File: config.mk
export PLATFORM = sky130hd
export DESIGN_NAME = fct_sqrt
export DESIGN_NICKNAME = d
export VERILOG_FILES = /design/src/rtl/core/fct_pkg.sv /design/src/rtl/core/fct_sqrt.sv
export SDC_FILE = /design/constraint.sdc
export NUM_CORES = 1
export LEC_CHECK = 0
export BUFFER_PORTS_ARGS = -buffer_cell sky130_fd_sc_hd__buf_2
export CAP_MARGIN = 0
export CORE_ASPECT_RATIO = 0.5
export CORE_UTILIZATION = 55
export DETAILED_ROUTE_END_ITERATION = 6
export HOLD_SLACK_MARGIN = 0.15
export PLACE_DENSITY = 0.86
export SETUP_SLACK_MARGIN = 0.15
export SYNTH_ARGS = -nofsm -noshare
export SYNTH_HDL_FRONTEND = slang
export SYNTH_SLANG_ARGS = --single-unit
File: constraint.sdc
create_clock -name clock -period 8.8 [get_ports clock]
set_input_delay 0.88 -clock clock [delete_from_list [all_inputs] [get_ports clock]]
set_output_delay 0.88 -clock clock [all_outputs]
set_load 0.01 [all_outputs]
File: src/rtl/core/fct_pkg.sv
// Shared types, codes and helpers for the frustum cull test block.
// No dependencies.
package fct_pkg;

   localparam logic [1:0] ACT_LOAD   = 2'd0;
   localparam logic [1:0] ACT_POINT  = 2'd1;
   localparam logic [1:0] ACT_SPHERE = 2'd2;
   localparam logic [1:0] ACT_BOX    = 2'd3;

   localparam int MAT_W     = 32;
   localparam int COEF_W    = 33;
   localparam int MAT_DEPTH = 16;
   localparam int PLN_DEPTH = 24;
   localparam int MUL_A_W   = 36;
   localparam int MUL_B_W   = 34;
   localparam int PROD_W    = MUL_A_W + MUL_B_W;
   localparam int SQ_W      = 64;
   localparam int ROOT_W    = 32;

   typedef enum logic [3:0] {
      ST_IDLE,
      ST_LD_RD,
      ST_LD_WR,
      ST_SQ,
      ST_SQRT,
      ST_PL_RD,
      ST_PL_MUL,
      ST_PL_CHK,
      ST_DONE
   } state_type;

   function automatic logic [31:0] mag32(input logic signed [31:0] v);
      mag32 = v[31] ? 32'(-v) : 32'(v);
   endfunction

   function automatic logic [32:0] mag33(input logic signed [32:0] v);
      mag33 = v[32] ? 33'(-v) : 33'(v);
   endfunction

endpackage

File: src/rtl/core/fct_sqrt.sv
// Iterative truncating square root, one result bit per cycle.
// Depends on fct_pkg.
module fct_sqrt (
   input  logic                        clock,
   input  logic                        reset,
   input  logic                        start,
   input  logic [fct_pkg::SQ_W-1:0]    radicand,
   output logic                        done,
   output logic [fct_pkg::ROOT_W-1:0]  root
);
   logic                     busy_ff, busy_in;
   logic                     done_ff, done_in;
   logic [fct_pkg::SQ_W-1:0] n_ff, n_in;
   logic [fct_pkg::SQ_W-1:0] r_ff, r_in;
   logic [fct_pkg::SQ_W-1:0] bit_ff, bit_in;
   logic [fct_pkg::SQ_W-1:0] trial;

   always_comb begin
      busy_in = busy_ff;
      done_in = 1'b0;
      n_in    = n_ff;
      r_in    = r_ff;
      bit_in  = bit_ff;
      trial   = r_ff + bit_ff;
      if (start) begin
         busy_in = 1'b1;
         n_in    = radicand;
         r_in    = '0;
         bit_in  = {2'b01, {(fct_pkg::SQ_W-2){1'b0}}};
      end else if (busy_ff) begin
         if (n_ff >= trial) begin
            n_in = n_ff - trial;
            r_in = (r_ff >> 1) + bit_ff;
         end else begin
            r_in = r_ff >> 1;
         end
         bit_in = bit_ff >> 2;
         if (bit_ff[0]) begin
            busy_in = 1'b0;
            done_in = 1'b1;
         end
      end
   end

   always_ff @(posedge clock) begin
      if (reset) begin
         busy_ff <= 1'b0;
         done_ff <= 1'b0;
      end else begin
         busy_ff <= busy_in;
         done_ff <= done_in;
      end
      n_ff   <= n_in;
      r_ff   <= r_in;
      bit_ff <= bit_in;
   end

   assign done = done_ff;
   assign root = r_ff[fct_pkg::ROOT_W-1:0];
endmodule

==> summary.md <==
| Metric | Value |
|---|---|
| Fillers | 2446 |
| Share of layout cells above drive strength 1 | 10.1% |
| Via count | 14700 |
| CTS-repair resized insts | 0 |
| Synth unique cells | 94 |
| Max IR drop VDD | between 150 and 200 µV |
| Cell mode on critical path | ha_1 |
| Worst R2R Path Depth | 20 |
| CP delay by family, top | compound AO/OA/AOI/OAI gates |
| WHS Path Cells | 2 |
| Startpoint Class | register |
| Achievable frequency | 0.155 GHz |
| Worst relative slew slack | 34.4% |
| Largest net degree at the start of global routing | 86 |
| Worst setup path endpoint | n_ff[10] |
| GRT Total Usage | 28.7% |
| Setup TNS | 0 ps |
| Sequential area share after synthesis | 25.2% |
| CTS Buffer Depth | 2 |
| CTS tree | yes |
| Final global-route overflow total | 0 |
| Final ANT Viol Nets | 0 |
| Type of the worst setup path | register to register |
| # DRC | 0 |
| # diodes | 0 |
| Period utilization | 73.2% |
| Tightest Hold Check Type | register to register |
| Routed wire per std cell | 18.0 µm |
| # setup viols final | 0 |
| 1st-pass router iterations | 6 |
| Num ports | 100 |
| Site row count | 42 |
| Critical path origin | r_ff[4] |
| Critical Path Max Stage Delay | 530 ps |
| Post-CTS Hold Buffers | 0 |
| GRT met1 Usage | 40.0% |
| Worst reg2reg setup slack | 2350 ps |
| Pwr Density | 246 mW/mm² |
| Setup crit end kind | register |
| Final worst-path setup slack | 2350 ps |
| Mapped Cells | 1956 |
| Slowest cell on the critical path | o41ai_2 |
| Crit path cell chain | ha_1 > nand4_1 > o21ai_0 > a221o_1 > a21oi_1 > o41ai_2 > a22oi_2 > o41ai_4 > a21oi_2 > nor2b_1 > xnor2_1 > ha_1 > and2_1 > nand3_1 > nor4_1 > o21ai_1 > o211ai_1 > nor2_4 > o21ai_4 > buf_4 |
| IO Port Bufs | 99 |
| Commonest cells after routing, fill and taps aside | 203 x nand2_1, 195 x nor2_1, 165 x o21ai_0 |
| RR Startpoint | r_ff[4] |
| Gpl congestion | 0.983 |
| Synth Cell Area | 0.0154 mm² |
| Syn_nets | ~2200 |
| Initial antenna violation count | 0 |
| Starting Density | roughly 57% |
| Vias in the first global route | 13100 |
| Synth warn | 0 |
| Layout area overhead | 5.51% |
| Crit Path Max Fanout | 36 |
| Root Buffer | clkbuf_16 |
| Run status | finished, final reports clean |
| Clock transition at path regs | 70 ps |
| Worst R2R End | n_ff[10] |
| Postcts setup bufs | 0 |
| Logic depth of the worst path, buffers included | 20 |
| Pre-CTS setup slack | approximately 2400 ps |
| Worst path required time | 8900 ps |
| Unrepaired setup endpoints after global routing | false |
| Max-cap check violation count | 0 |
| Met2 Use GR | around 46% |
| Die X | around 240 µm |
| Main flop type after synthesis | dfxtp_1 |
| Async SR Flop Fraction | 0% |
| Static leakage | ~0.0063 µW |
| Initial DRC count | 1626 |
| Min Hold Slack | 514 ps |
| Clk sink count | about 160 |
| Cts bufs inserted | 17 |
| Clock latency on the worst-skew pair | 460 ps |
| Final hold violations | 0 |
| H-tree Lvls | 4 |
| Nets | 2130 |
| Yosys reg bits | 162 |
| Final core occ | 60.3% |
| Via/cell ratio | 6.34 |
| Worst slew pin tran | 984 ps |
| Die height | 120 µm |
| Critical Path AT | 6550 ps |
| Global routing's busiest layer | met2 |
| Detailed Route WL | between 40000 and 50000 µm |
| Post-DP HPWL | 31200 µm |
| Mean Syn Cell Area | 7.89 µm² |
| WP buf/inv | 1 |
| Final Slew Violations | 0 |
| Global-route wire length before repair | around 67000 µm |
| Core Region | approximately 0.027 mm² |
| Die area | 0.0288 mm² |
| Post-synth EDFFs | 64 |
| Commonest non-fill, non-tap cell in the layout | nand2_1 |
| Worst Skew | 9.64 ps |
| Worst Min Path Start | r_ff[0] |
| Grt met3 use | 4.38% |
| Min Tclk post-route | ~6400 ps |
## through the flow
step / instances / cell area [µm²] / power, µW
2_1_floorplan: 1956 / 15400 / 2800
3_3_place_gp: 2287 / 15800 / 3230
3_5_place_dp: 2287 / 15800 / 3260
4_1_cts: 2319 / 16300 / 3980
5_1_grt: 2319 / 16300 / 4290
6_report: 2319 / 16300 / 4010
## metal layers
layer  routed length, µm  vias up
li1                    -     7180
met1               19300     6863
met2               18700      574
met3                2730       74
met4                1020        0
met5                   0        -
## state kept, by name (all words and copies together), names as in the netlist
| name | flops |
|---|---|
| busy_ff | 1 |
| r_ff | 64 |
| bit_ff | 32 |
| done | 1 |
| n_ff | 64 |
## worst reg2reg max path, cell delays in order, from the launching register on
cell	delay, ps
dfxtp_1	370
ha_1	380
nand4_1	100
o21ai_0	420
a221o_1	290
a21oi_1	160
o41ai_2	530
a22oi_2	180
o41ai_4	490
a21oi_2	160
nor2b_1	160
xnor2_1	100
ha_1	400
and2_1	220
nand3_1	150
nor4_1	450
o21ai_1	140
o211ai_1	280
nor2_4	90
o21ai_4	470
buf_4	530
## cell type report
cell class | count | area (µm²) | share of cell area [%]
tap | 374 | 468 | 2.87
clock buffer | 21 | 450 | 2.77
multi-input combinational | 1603 | 10700 | 65.6
timing repair buffer | 107 | 562 | 3.45
clock inverter | 11 | 77.6 | 0.476
sequential | 162 | 3890 | 23.9
inverter | 41 | 154 | 0.945
## power breakdown
group | switching [µW] | leakage [µW] | total (µW) | internal [µW]
sequential | 131 | 0.00144 | 1110 | 982
clock | 338 | 0.000263 | 708 | 370
combinational | 1330 | 0.00459 | 2190 | 859
## worst min-delay path by stage
stage                    to
floorplan              done
global placement    r_ff[0]
detailed placement  r_ff[0]
CTS                 r_ff[0]
global route        r_ff[0]
finish              r_ff[0]
## synth_stat cells, types with 40 or more instances
| library cell | count | area (µm²) |
|---|---|---|
| dfxtp_1 | 98 | 1960 |
| nand2_1 | 203 | 762 |
| nor2_1 | 195 | 732 |
| a21o_1 | 50 | 375 |
| a21oi_1 | 132 | 661 |
| o21ai_0 | 166 | 831 |
| clkbuf_1 | 82 | 308 |
| a211oi_1 | 45 | 338 |
| edfxtp_1 | 64 | 1920 |
| xor2_1 | 69 | 604 |
| a31oi_1 | 68 | 425 |
| inv_1 | 40 | 150 |
| ha_1 | 130 | 1630 |
| nand4_1 | 44 | 275 |
| nand3_1 | 43 | 215 |
| xnor2_1 | 84 | 736 |
| mux2i_1 | 45 | 450 |
## kinds of logic (layout without fill, tap and decap cells)
logic type               count (synthesis)  in the layout  synth area share, %
flip-flops                             162            162                 25.2
XOR/XNOR                               153            153                 8.68
multiplexers                            50             50                 3.28
buffers and inverters                  191            180                 5.71
AO/OA/AOI/OAI                          641            641                 27.5
AND/OR/NAND/NOR                        628            628                 19.0
adder cells (fa/ha/maj)                131            131                 10.7
(Power assumes the default switching activity.)
